===== config.mk =====
export PLATFORM = sky130hd
export DESIGN_NAME = pcm_ctrl
export DESIGN_NICKNAME = d
export VERILOG_FILES = /design/src/rtl/core/pcm_pkg.sv /design/src/rtl/core/pcm_ctrl.sv
export SDC_FILE = /design/constraint.sdc
export NUM_CORES = 1
export LEC_CHECK = 0
export ABC_AREA = 1
export CORE_AREA = 2 2 39 41
export CTS_CLUSTER_DIAMETER = 80
export DETAILED_ROUTE_END_ITERATION = 10
export DIE_AREA = 0 0 41 43
export DONT_BUFFER_PORTS = 1
export GPL_ROUTABILITY_DRIVEN = 0
export GPL_TIMING_DRIVEN = 1
export PLACE_DENSITY = 0.6
export SKIP_LAST_GASP = 1
export SYNTH_ARGS = -nofsm -noshare
export SYNTH_HDL_FRONTEND = slang
export SYNTH_SLANG_ARGS = --single-unit

===== constraint.sdc =====
create_clock -name clock -period 1.1 [get_ports clock]
set_input_delay 0.165 -clock clock [delete_from_list [all_inputs] [get_ports clock]]
set_output_delay 0.165 -clock clock [all_outputs]
set_load 0.05 [all_outputs]

===== src/rtl/core/pcm_pkg.sv =====
// Shared types, constants and helper functions for the particle cloud moments block.
package pcm_pkg;

   // Capacity of one cloud and the widths that follow from it.
   localparam int MAX_PARTICLES_LOG2 = 20;
   localparam int CNT_W = MAX_PARTICLES_LOG2 + 1;
   localparam int DIV_W = (CNT_W + 16 > 36) ? CNT_W + 16 : 36;

   // Output field limits.
   localparam logic [63:0] MASS_MAX      = 64'h0000_000F_FFFF_FFFF;
   localparam logic [63:0] COUNT_OUT_MAX = 64'h0000_0000_001F_FFFF;

   // Divider quotient register width and the moment limits.
   localparam int QUO_W = 58;
   localparam logic [QUO_W-1:0] LIM_FIRST  = QUO_W'(64'd1 << 23);
   localparam logic [QUO_W-1:0] LIM_SECOND = QUO_W'(64'd1 << 47);
   localparam logic [QUO_W-1:0] LIM_THIRD  = QUO_W'(64'd1 << 55);

   // Configuration register indexes.
   localparam logic [1:0] CSR_WEIGHTED_MODE     = 2'd0;
   localparam logic [1:0] CSR_MASS_PER_PARTICLE = 2'd1;

   // Axis and moment selectors.
   localparam logic [1:0] AXIS_X = 2'd0;
   localparam logic [1:0] AXIS_Y = 2'd1;
   localparam logic [1:0] AXIS_Z = 2'd2;
   localparam logic [1:0] MOM_FIRST  = 2'd0;
   localparam logic [1:0] MOM_SECOND = 2'd1;
   localparam logic [1:0] MOM_THIRD  = 2'd2;

   // Controller states.
   typedef enum logic [3:0] {
      S_IDLE,
      S_MUL1,
      S_MUL2,
      S_MUL3,
      S_ACC,
      S_DIV_GO,
      S_DIV_WAIT,
      S_FIN1,
      S_FIN2,
      S_FIN3,
      S_FIN4,
      S_OUT
   } state_type;

   // Datapath operations.
   typedef enum logic [3:0] {
      OP_NONE,
      OP_LOAD,
      OP_MUL1,
      OP_MUL2,
      OP_MUL3,
      OP_ACC,
      OP_DIV_GO,
      OP_DIV_SAVE,
      OP_FIN1,
      OP_FIN2,
      OP_FIN3,
      OP_FIN4,
      OP_OUT
   } op_type;

   // Command from the controller to the datapath.
   typedef struct packed {
      op_type     op;
      logic [1:0] axis;
      logic [1:0] mom;
   } cmd_type;

   // Status from the datapath to the controller.
   typedef struct packed {
      logic last;
      logic div_done;
      logic out_free;
   } stat_type;

   // Signed 64-bit add that saturates at either end.
   function automatic logic signed [63:0] sat_add(logic signed [63:0] a,
                                                  logic signed [63:0] b);
      logic signed [64:0] s;
      logic signed [63:0] r;
      s = {a[63], a} + {b[63], b};
      if (s[64] != s[63]) begin
         r = s[64] ? {1'b1, 63'd0} : {1'b0, {63{1'b1}}};
      end else begin
         r = s[63:0];
      end
      return r;
   endfunction

   // Number of dividend bits below the binary point for each moment.
   function automatic logic [5:0] frac_bits(logic [1:0] mom);
      logic [5:0] n;
      case (mom)
         MOM_FIRST:  n = 6'd9;
         MOM_SECOND: n = 6'd25;
         default:    n = 6'd33;
      endcase
      return n;
   endfunction

   // Saturation limit of each moment.
   function automatic logic [QUO_W-1:0] mom_limit(logic [1:0] mom);
      logic [QUO_W-1:0] l;
      case (mom)
         MOM_FIRST:  l = LIM_FIRST;
         MOM_SECOND: l = LIM_SECOND;
         default:    l = LIM_THIRD;
      endcase
      return l;
   endfunction

endpackage


===== src/rtl/core/pcm_ctrl.sv =====
// Controller state machine sequencing accumulation, division and result beats.
module pcm_ctrl
   import pcm_pkg::*;
(
   input  logic     clock,
   input  logic     reset,
   input  logic     req_valid,
   output logic     req_ready,
   input  stat_type stat,
   output cmd_type  cmd
);

   state_type  state_ff, state_in;
   logic [1:0] axis_ff, axis_in;
   logic [1:0] mom_ff, mom_in;

   // State and counters.
   always_ff @(posedge clock) begin
      if (reset) begin
         state_ff <= S_IDLE;
         axis_ff  <= AXIS_X;
         mom_ff   <= MOM_FIRST;
      end else begin
         state_ff <= state_in;
         axis_ff  <= axis_in;
         mom_ff   <= mom_in;
      end
   end

   // Next state.
   always_comb begin
      state_in = state_ff;
      axis_in  = axis_ff;
      mom_in   = mom_ff;
      case (state_ff)
         S_IDLE: begin
            if (req_valid) state_in = S_MUL1;
         end
         S_MUL1: state_in = S_MUL2;
         S_MUL2: state_in = S_MUL3;
         S_MUL3: state_in = S_ACC;
         S_ACC: begin
            if (stat.last) begin
               state_in = S_DIV_GO;
               axis_in  = AXIS_X;
               mom_in   = MOM_FIRST;
            end else begin
               state_in = S_IDLE;
            end
         end
         S_DIV_GO: state_in = S_DIV_WAIT;
         S_DIV_WAIT: begin
            if (stat.div_done) begin
               if (mom_ff == MOM_THIRD) begin
                  state_in = S_FIN1;
               end else begin
                  mom_in   = mom_ff + 2'd1;
                  state_in = S_DIV_GO;
               end
            end
         end
         S_FIN1: state_in = S_FIN2;
         S_FIN2: state_in = S_FIN3;
         S_FIN3: state_in = S_FIN4;
         S_FIN4: state_in = S_OUT;
         S_OUT: begin
            if (stat.out_free) begin
               if (axis_ff == AXIS_Z) begin
                  state_in = S_IDLE;
               end else begin
                  axis_in  = axis_ff + 2'd1;
                  mom_in   = MOM_FIRST;
                  state_in = S_DIV_GO;
               end
            end
         end
         default: state_in = S_IDLE;
      endcase
   end

   // Outputs.
   always_comb begin
      req_ready = 1'b0;
      cmd.op    = OP_NONE;
      cmd.axis  = axis_ff;
      cmd.mom   = mom_ff;
      case (state_ff)
         S_IDLE: begin
            req_ready = 1'b1;
            if (req_valid) cmd.op = OP_LOAD;
         end
         S_MUL1:     cmd.op = OP_MUL1;
         S_MUL2:     cmd.op = OP_MUL2;
         S_MUL3:     cmd.op = OP_MUL3;
         S_ACC:      cmd.op = OP_ACC;
         S_DIV_GO:   cmd.op = OP_DIV_GO;
         S_DIV_WAIT: cmd.op = stat.div_done ? OP_DIV_SAVE : OP_NONE;
         S_FIN1:     cmd.op = OP_FIN1;
         S_FIN2:     cmd.op = OP_FIN2;
         S_FIN3:     cmd.op = OP_FIN3;
         S_FIN4:     cmd.op = OP_FIN4;
         S_OUT:      cmd.op = stat.out_free ? OP_OUT : OP_NONE;
         default:    cmd.op = OP_NONE;
      endcase
   end

endmodule


==> impl_metrics.tcl <==
set metrics [dict create \
    grt_max_degree 7 \
    cpPeakStageDelay_ns 0.38 \
    synth.distinct_cells 20 \
    place_area_um2 996.0 \
    final_cell_mix "buf_4, nand2_1, inv_1, nand2_2, nor2_1" \
    slew_headroom 0.7078 \
    synth_warnings 0 \
    hold_viol_final 0 \
    worst_setup_path_end_kind "output port" \
    clock_latency_ns 0.26 \
    fin_skew_ns 0.006798 \
    cts.sinks 8 \
    path_cells "nand2_4 > inv_2 > buf_4 > a22oi_2 > nand3_2 > buf_12" \
    core-area_um2 1384 \
    worst_slack_ns -0.5296 \
    die_h_um 43 \
    r2r-start "state_ff[0]" \
    p_sw_frac 0.4149 \
    max_clock_freq_mhz 613.6 \
    p_clk_frac 0.211 \
    hp-class "input pin to register" \
    met3_usage 0.03665 \
    syn_inst 101 \
    final_nets 156 \
    fillers 66 \
    grt_pass1_wl_um 3353 \
    synth-seq-cells 8 \
    slew_viol_final 0 \
    multi_input_area_um2 570.5 \
    synth_top_area_cell "dfxtp_1" \
    grt_busiest_layer "met2" \
    period_share 1.481 \
    wl_per_cell_um 15.81 \
    setup_viol 13 \
    viasPerCell 5.104 \
    hold_path_end "axis_ff[0]" \
    r2r_cells 9 \
    antenna_found_initial 0 \
    period_minus_slack_ns 1.630 \
    design_area_um2 1247 \
    firstDrtPassIters 4 \
    cts_buffer_depth 2 \
    cellInternalPower_uw 705.9 \
    pin_count 15 \
    routed_wirelength_um 2577 \
    place_ws_ns -0.2520 \
    grtUsageMet1 0.3213 \
    status "complete, but fails checks" \
    reg2reg_slack_ns -0.32 \
    initial_core_util 0.4304 \
    worst_pin_slew_ns 0.4381 \
    dieArea_um2 1763 \
    grt-ovfl-total 0 \
    cts-root-buf "clkbuf_4" \
    yosys-top-cells-area "dfxtp_1, nand2_1, nor2_1" \
    cap_viol_max_count 0 \
    crit_required_ns 0.94 \
    rsz0062_at_grt "true" \
    r2r_end "state_ff[2]" \
    htree_num_levels 1 \
    final_common_cell "buf_4" \
    vias 832 \
    netSwitchingPower_uw 500.6 \
    power_density_nw_per_um2 967.2 \
    clk_pin_slew_worst_paths_ns 0.06 \
    avgSynthCellArea_um2 5.897 \
    first_iter_violations 19 \
    grtUsageTotal 0.2798 \
    row_count 14 \
    die_x_um 41 \
    crit_path_start_kind "register" \
    slowest_stage "dfxtp_4" \
    syn_area_um2 595.6 \
    seqPwrFrac 0.273 \
    violations "setup timing" \
    io_buffers 0 \
    cts_tree "yes" \
    syn_to_final_growth_pct 109.5 \
    path_max_fanout 6 \
    cts_inserted_buffers 3 \
    ant_nets 0 \
    ir_worst_vdd_mv 0.7434 \
    layout-drive-gt1-share 0.6667 \
    final-seq-area_um2 187.7 \
    met2_usage 0.5000 \
    diodes 0 \
    grt_pass1_vias 803 \
    drc_errors 0 \
    ys_seq_area_frac 0.2689 \
    worstHoldPathCells 3 \
    synth_nets 109 \
    hpwl_um 1510 \
    critical_path_class "register to output port" \
    hold_path_startpoint "reset" \
    power_leakage_nw 0.5910 \
    p_comb_frac 0.516 \
    arrival_ns 1.46 \
    synth_top_area_frac 0.2689 \
    p_total_mw 1.206 \
]
[flip-flops by register name, summed over array words and instances, names as in the netlist]
| register | count |
|---|---|
| mom_ff | 2 |
| state_ff | 4 |
| axis_ff | 2 |
[through the flow]
step	instances	util	hold WS [ns]	setup TNS, ns
2_1_floorplan	101	-	0.2244	-1.319
3_3_place_gp	148	0.7197	0.2255	-1.980
3_5_place_dp	148	0.7197	0.2279	-2.085
4_1_cts	156	0.8363	0.08451	-3.372
5_1_grt	163	0.9014	0.07385	-5.090
6_report	163	0.9014	0.07730	-4.332
[what timing repair did]
item | in CTS | in global routing
setup buffers | 3 | 7
hold buffers | 1 | 0
setup endpoints to repair | 13 | 13
resized for setup | 30 | 10
endpoints found under the hold margin | 5 | 0
pin swaps | 8 | 8
[cells by family after synthesis]
logic type / share of synthesized area
DFF: 0.2689
AOI/OAI and AO/OA: 0.1324
and+or+nand+nor: 0.4307
adders and majority gates: 0.04201
buffers and inverters: 0.1260
[synth_stat cells (all sizes together)]
library cell   n
nand2         27
nor2          21
inv           19
nand3          9
dfxtp          8
a21oi          5
o21ai          3
ha             2
a22oi          1
a31oi          1
clkinv         1
nand4          1
o2111ai        1
o211ai         1
o221ai         1
[power groups by stage]
| stage | clock [mW] | combinational (mW) | sequential [mW] |
|---|---|---|---|
| after floorplan | 0 | 0.295 | 0.331 |
| after global placement | 0 | 0.460 | 0.328 |
| after detailed placement | 0 | 0.469 | 0.328 |
| after CTS | 0.253 | 0.559 | 0.323 |
| after global routing | 0.266 | 0.650 | 0.331 |
| final | 0.255 | 0.622 | 0.329 |
[critical path: cells and delay by family, from the launching register on]
kind / cells / cell delay, ns
compound gates: 1 / 0.22
simple gates: 2 / 0.24
buf+inv: 3 / 0.37
flops: 1 / 0.38
[cell type report]
| type | instances | share of cell area |
|---|---|---|
| Multi-Input combinational cell | 73 | 0.4574 |
| Tap cell | 16 | 0.01605 |
| Timing Repair Buffer | 42 | 0.2839 |
| Sequential cell | 8 | 0.1505 |
| Clock buffer | 4 | 0.02106 |
| Inverter | 20 | 0.07121 |
[routing by layer]
layer | vias up | routed length (um)
met4 | 0 | 35
met5 | - | 0
met1 | 394 | 1059
li1 | 412 | -
met2 | 22 | 1403
met3 | 4 | 79
[how the worst max path moves through the flow]
stage,end,cells past startpoint,start,slack [ns]
after floorplan,cmd[4],5,state_ff[0],-0.23
after global placement,cmd[6],7,state_ff[2],-0.25
after detailed placement,cmd[6],7,state_ff[2],-0.25
after CTS,cmd[6],7,state_ff[2],-0.45
after global routing,cmd[6],6,state_ff[1],-0.57
final,cmd[6],6,state_ff[0],-0.53
Note: power is estimated with default switching activity, not from simulation.
